### src/pgw_pkg.sv
`timescale 1ns / 1ps

package pgw_pkg;

	localparam int unsigned VA_W   = 48;
	localparam int unsigned PA_W   = 52;
	localparam int unsigned DATA_W = 64;
	localparam int unsigned IDX_W  = 9;

	// func codes
	localparam logic FUNC_XLATE = 1'b0;
	localparam logic FUNC_ENTRY = 1'b1;

	// kind codes
	localparam logic KIND_READ = 1'b0;
	localparam logic KIND_DONE = 1'b1;

	// walk levels
	localparam logic [1:0] LVL_PT   = 2'd0;
	localparam logic [1:0] LVL_PD   = 2'd1;
	localparam logic [1:0] LVL_PDPT = 2'd2;
	localparam logic [1:0] LVL_TOP  = 2'd3;

	localparam int unsigned BIT_PRESENT = 0;
	localparam int unsigned BIT_HUGE    = 7;

	typedef struct packed {
		logic              func;
		logic [VA_W-1:0]   virt_addr;
		logic [DATA_W-1:0] read_data;
	} in_word_t;

	typedef struct packed {
		logic            kind;
		logic [PA_W-1:0] read_addr;
		logic [PA_W-1:0] phys_addr;
		logic            fault;
	} out_word_t;

	typedef struct packed {
		logic            walking;
		logic [1:0]      level;
		logic [VA_W-1:0] held_virt;
	} walk_state_t;

	function automatic logic [IDX_W-1:0] level_index(logic [VA_W-1:0] va, logic [1:0] lvl);
		logic [IDX_W-1:0] idx;
		unique case (lvl)
			LVL_PT:   idx = va[20:12];
			LVL_PD:   idx = va[29:21];
			LVL_PDPT: idx = va[38:30];
			default:  idx = va[47:39];
		endcase
		return idx;
	endfunction

endpackage

### src/pgw_step.sv
`timescale 1ns / 1ps

module pgw_step (
	input  pgw_pkg::in_word_t    item,
	input  pgw_pkg::walk_state_t st,
	input  logic [pgw_pkg::PA_W-1:0] root,
	output pgw_pkg::walk_state_t st_next,
	output logic                 has_res,
	output pgw_pkg::out_word_t   res
);

	logic [pgw_pkg::DATA_W-1:0] entry;
	logic [1:0]                 lvl_dn;

	assign entry  = item.read_data;
	assign lvl_dn = st.level - 2'd1;

	always_comb begin
		st_next = st;
		has_res = 1'b0;
		res     = '0;
		if (item.func == pgw_pkg::FUNC_XLATE) begin
			if (!st.walking) begin
				st_next.walking   = 1'b1;
				st_next.level     = pgw_pkg::LVL_TOP;
				st_next.held_virt = item.virt_addr;
				has_res           = 1'b1;
				res.kind          = pgw_pkg::KIND_READ;
				res.read_addr     = {root[51:12],
					pgw_pkg::level_index(item.virt_addr, pgw_pkg::LVL_TOP), 3'b000};
			end
		end else if (st.walking) begin
			has_res = 1'b1;
			if (!entry[pgw_pkg::BIT_PRESENT]) begin
				st_next.walking = 1'b0;
				st_next.level   = pgw_pkg::LVL_PT;
				res.kind        = pgw_pkg::KIND_DONE;
				res.fault       = 1'b1;
			end else if (st.level == pgw_pkg::LVL_PD && entry[pgw_pkg::BIT_HUGE]) begin
				// 2 MiB page: frame from bits 51:21
				st_next.walking = 1'b0;
				st_next.level   = pgw_pkg::LVL_PT;
				res.kind        = pgw_pkg::KIND_DONE;
				res.phys_addr   = {entry[51:21], st.held_virt[20:0]};
			end else if (st.level == pgw_pkg::LVL_PT) begin
				st_next.walking = 1'b0;
				res.kind        = pgw_pkg::KIND_DONE;
				res.phys_addr   = {entry[51:12], st.held_virt[11:0]};
			end else begin
				st_next.level = lvl_dn;
				res.kind      = pgw_pkg::KIND_READ;
				res.read_addr = {entry[51:12],
					pgw_pkg::level_index(st.held_virt, lvl_dn), 3'b000};
			end
		end
	end

endmodule

### src/pgw_out_reg.sv
`timescale 1ns / 1ps

module pgw_out_reg (
	input  logic               clk,
	input  logic               arst_n,
	input  logic               load,
	input  pgw_pkg::out_word_t din,
	output logic               room,
	output logic               res_valid,
	input  logic               res_stall,
	output pgw_pkg::out_word_t res
);

	logic               valid_q;
	pgw_pkg::out_word_t word_q;

	// free when empty or when the held word leaves this cycle
	assign room      = !valid_q || !res_stall;
	assign res_valid = valid_q;
	assign res       = word_q;

	always_ff @(posedge clk or negedge arst_n) begin
		if (!arst_n) begin
			valid_q <= 1'b0;
		end else if (room) begin
			valid_q <= load;
		end
	end

	always_ff @(posedge clk) begin
		if (room && load) begin
			word_q <= din;
		end
	end

endmodule

### src/four_level_page_walker_core.sv
`timescale 1ns / 1ps
// Result path: an accepted item word is registered in stage one, and its result
// word in the output register. Throughput: one item word per cycle while res_stall
// does not hold a result word in the output register.
// Stalls: the input stalls only while a result word is held by res_stall.
// Reset: arst_n clears walk state, root base, input and output valids at once;
// payload registers are not reset.

module four_level_page_walker_core (
	input  logic                     clk,
	input  logic                     arst_n,
	input  logic                     cfg_we,
	input  logic [pgw_pkg::PA_W-1:0] cfg_data,
	input  logic                     item_valid,
	output logic                     item_stall,
	input  pgw_pkg::in_word_t        item,
	output logic                     res_valid,
	input  logic                     res_stall,
	output pgw_pkg::out_word_t       res
);

	logic                     valid_s1;
	pgw_pkg::in_word_t        item_s1;
	logic [pgw_pkg::PA_W-1:0] root_q;
	pgw_pkg::walk_state_t     st_q;
	pgw_pkg::walk_state_t     st_next;
	logic                     has_res;
	pgw_pkg::out_word_t       res_next;
	logic                     room;
	logic                     adv;

	assign adv        = valid_s1 && room;
	assign item_stall = valid_s1 && !room;

	always_ff @(posedge clk or negedge arst_n) begin
		if (!arst_n) begin
			root_q <= '0;
		end else if (cfg_we) begin
			root_q <= cfg_data;
		end
	end

	always_ff @(posedge clk or negedge arst_n) begin
		if (!arst_n) begin
			valid_s1 <= 1'b0;
		end else if (!item_stall) begin
			valid_s1 <= item_valid;
		end
	end

	always_ff @(posedge clk) begin
		if (item_valid && !item_stall) begin
			item_s1 <= item;
		end
	end

	always_ff @(posedge clk or negedge arst_n) begin
		if (!arst_n) begin
			st_q <= '0;
		end else if (adv) begin
			st_q <= st_next;
		end
	end

	pgw_step u_step (
		.item    (item_s1),
		.st      (st_q),
		.root    (root_q),
		.st_next (st_next),
		.has_res (has_res),
		.res     (res_next)
	);

	pgw_out_reg u_out (
		.clk       (clk),
		.arst_n    (arst_n),
		.load      (adv && has_res),
		.din       (res_next),
		.room      (room),
		.res_valid (res_valid),
		.res_stall (res_stall),
		.res       (res)
	);

	// an idle walker always sits at the page-table level
	a_idle_level: assert property (@(posedge clk) disable iff (!arst_n)
		!st_q.walking |-> st_q.level == pgw_pkg::LVL_PT)
		else $error("idle walker with nonzero level");

	// hold a stalled input word in stage one
	a_s1_hold: assert property (@(posedge clk) disable iff (!arst_n)
		item_stall |=> valid_s1 && $stable(item_s1))
		else $error("stage one word lost under stall");

	// a finished walk leaves the walker idle
	a_done_idle: assert property (@(posedge clk) disable iff (!arst_n)
		adv && has_res && res_next.kind == pgw_pkg::KIND_DONE |=> !st_q.walking)
		else $error("walker still busy after finish");

	// a read request always leaves a walk in progress
	a_read_busy: assert property (@(posedge clk) disable iff (!arst_n)
		adv && has_res && res_next.kind == pgw_pkg::KIND_READ |=> st_q.walking)
		else $error("read issued while idle");

endmodule
### config.mk
export PLATFORM = sky130hd
export DESIGN_NAME = four_level_page_walker_core
export DESIGN_NICKNAME = d
export VERILOG_FILES = /design/src/pgw_pkg.sv /design/src/pgw_step.sv /design/src/pgw_out_reg.sv /design/src/four_level_page_walker_core.sv
export SDC_FILE = /design/constraint.sdc
export NUM_CORES = 1
export LEC_CHECK = 0
export ABC_AREA = 1
export BUFFER_PORTS_ARGS = -buffer_cell sky130_fd_sc_hd__buf_2
export CAP_MARGIN = 20
export CORE_ASPECT_RATIO = 0.7
export CORE_MARGIN = 3
export CORE_UTILIZATION = 50
export CTS_CLUSTER_SIZE = 24
export DETAILED_ROUTE_END_ITERATION = 16
export PLACE_DENSITY = 0.85
export SYNTH_ARGS = -nofsm -noshare
export SYNTH_HDL_FRONTEND = slang
export SYNTH_HIERARCHICAL = 1
export SYNTH_SLANG_ARGS = --single-unit
export TNS_END_PERCENT = 5
### constraint.sdc
create_clock -name clk -period 7.7 [get_ports clk]
set_input_delay 0 -clock clk [delete_from_list [all_inputs] [get_ports clk]]
set_output_delay 0 -clock clk [all_outputs]
set_load 0.005 [all_outputs]
==> impl_metrics.env <==
export IMPL_setup_viol=0
export IMPL_netlist_instances=1035
export IMPL_cts_buffers=27
export IMPL_path_max_fanout=55
export IMPL_internal_power_mw=2.98
export IMPL_pwr_share_comb_pct=19.8
export IMPL_switching_share_pct=30.1
export IMPL_grt_usage_pct=24.3
export IMPL_drive_above_1_share_pct=21.7
export IMPL_fin_nets=1559
export IMPL_startpoint="u_out/res_valid$_DFFE_PN0P_"
export IMPL_clk_insertion_delay_late_ns=0.54
export IMPL_cts_max_level=1
export IMPL_grt_pass1_wl_um=46400
export IMPL_synth_warnings=6
export IMPL_syn_area_per_cell_um2=10.8
export IMPL_grt_antenna_before_repair=1
export IMPL_tightestPinTransition_ns=1.09
export IMPL_clkSlewWorstSetupHoldPaths_ns=0.07
export IMPL_p_leak_nw=6.67
export IMPL_max_freq_ghz=0.236
export IMPL_fillers=1505
export IMPL_dpl_cell_area_mm2=0.0125
export IMPL_hold_class="in -> reg"
export IMPL_wl_per_cell_um=17.9
export IMPL_std_cell_rows=45
export IMPL_power_density_mw_per_mm2=289
export IMPL_core_mm2=0.0218
export IMPL_power_switching_mw=1.28
export IMPL_worst_ep_required_time_ns=7.87
export IMPL_outcome="finished, final reports clean"
export IMPL_area_growth_syn_to_layout_pct=31.9
export IMPL_drv_slew=0
export IMPL_dieWidth_um=185
export IMPL_critPathKind="reg -> reg"
export IMPL_min_from="item[111]"
export IMPL_gp_congestion=0.840
export IMPL_pre_cts_slack_ns=3.56
export IMPL_start_util_pct=51.3
export IMPL_num_io_pins=278
export IMPL_design_area_mm2=0.0148
export IMPL_dp_hpwl_um=17000
export IMPL_root_buffer="clkbuf_16"
export IMPL_rsz0062_at_grt="no"
export IMPL_min_period_ns=4.24
export IMPL_startpoint_type="flip-flop"
export IMPL_hold_violations=0
export IMPL_routed_wirelength_um=30300
export IMPL_num_vias=8809
export IMPL_max_slew_margin_pct=27.2
export IMPL_reg2reg_from="u_out/res_valid$_DFFE_PN0P_"
export IMPL_layout_setup_ws_ns=3.46
export IMPL_tns_ns=0
export IMPL_cts_setup_buffers=0
export IMPL_fp_dieH_um=131
export IMPL_gr_total_overflow=0
export IMPL_drt_pass1_iter_count=5
export IMPL_finalClockSkew_ns=0.0248
export IMPL_clkPwrFrac_pct=31.2
export IMPL_ant_nets=0
export IMPL_vdd_drop_max_uv=181
export IMPL_drt_iter0_drc=982
export IMPL_drc_errors=0
export IMPL_grt_pass1_vias=8683
export IMPL_clock_sinks=281
export IMPL_cts_tree="built"
export IMPL_port_buffer_count=243
export IMPL_drv_cap=0
export IMPL_power_share_sequential_pct=48.9
export IMPL_crit_path_end_kind="flip-flop"
export IMPL_syn_area_mm2=0.0112
export IMPL_grt_start_max_net_pins=101
export IMPL_die_area_mm2=0.0243
export IMPL_vias_per_cell=5.20
export IMPL_min_period_over_period_pct=55.0
export IMPL_worstPathArrival_ns=4.40
export IMPL_clockBufferDepth=3
## worst max-delay path, cell delays in order, from the launching register on
cell	delay (ns)
dfrtp_1	0.42
nand2_2	0.71
nand2_2	0.77
nor2_1	0.26
inv_1	0.11
a21oi_4	0.26
buf_4	0.56
buf_4	0.69
## power groups by stage
stage	Sequential [mW]	Combinational (mW)	Clock, mW
3_5_place_dp	2.11	0.769	0
4_1_cts	2.08	0.830	1.35
5_1_grt	2.11	0.945	1.42
2_1_floorplan	2.07	0.528	0
3_3_place_gp	2.10	0.741	0
6_report	2.09	0.847	1.33
## path summary, 6_finish.rpt
check / end / slack, ns / depth (start not counted)
min in group asynchronous: root_q[31]$_DFFE_PN0P_ / 0.39 / 3
max in group asynchronous: valid_s1$_DFFE_PN0N_ / 6.41 / 4
hold reg to reg: st_q[9]$_DFFE_PN0P_ / 0.47 / 2
setup reg to reg: u_out/res[16]$_DFFE_PP_ / 3.46 / 7
setup / recovery: u_out/res[16]$_DFFE_PP_ / 3.46 / 7
hold / removal: item_s1[111]$_DFFE_PP_ / 0.17 / 2
## placed cells by master, fill, tap and decap left out, types with 3 or more instances in the layout
cell type      instances
nand2_1              419
clkbuf_16             27
a21oi_4                3
nor3_1                12
bufinv_16              3
dlygate4sd3_1        135
buf_4                 11
nor2_1                37
nand3_1               78
clkinvlp_4             4
inv_1                 63
nand2_2                3
conb_1                 3
buf_2                242
clkinv_1               4
a21oi_1               11
dfrtp_1               83
clkbuf_8               3
o21ai_0               55
clkbuf_1               7
edfxtp_1             197
## cell type report
type / instances / area [um^2] / share of cell area [%]
inverters: 65 / 244 / 1.65
clock inverters: 13 / 150 / 1.02
clock buffers: 37 / 743 / 5.03
repair buffers: 389 / 2670 / 18.0
flip-flops and latches: 281 / 8020 / 54.2
multi-input cells: 625 / 2610 / 17.7
diodes: 1 / 2.50 / 0.0169
well taps: 282 / 353 / 2.39
## through the flow
stage	total power [mW]	util (%)	instances	hold slack, ns
finish	4.27	67.7	1693	0.173
global route	4.48	67.7	1693	0.167
CTS	4.26	67.7	1692	0.136
detailed placement	2.88	57.3	1506	0.0142
global placement	2.84	57.3	1506	0.0125
floorplan	2.60	-	1037	-0.296
## repair_timing
item,CTS,global route
endpoints found under the hold margin,179,0
hold buffers,136,0
gates resized for setup,0,0
## layer usage
| metal | vias up | part of all wire, % | track usage (%) |
|---|---|---|---|
| met5 | - | 0 | 0 |
| met4 | 0 | 3.0 | 7.50 |
| met3 | 75 | 9.1 | 4.21 |
| met2 | 526 | 49 | 41.5 |
| met1 | 4119 | 39 | 31.9 |
| li1 | 4089 | - | - |
## state kept, by name (all words and copies together) (netlist names)
| signal | count |
|---|---|
| root_q | 40 |
| u_out/res | 106 |
| valid_s1 | 1 |
| item_s1 | 91 |
| u_out/res_valid | 1 |
| st_q | 42 |
No activity file was read; power rests on OpenSTA's default activity.
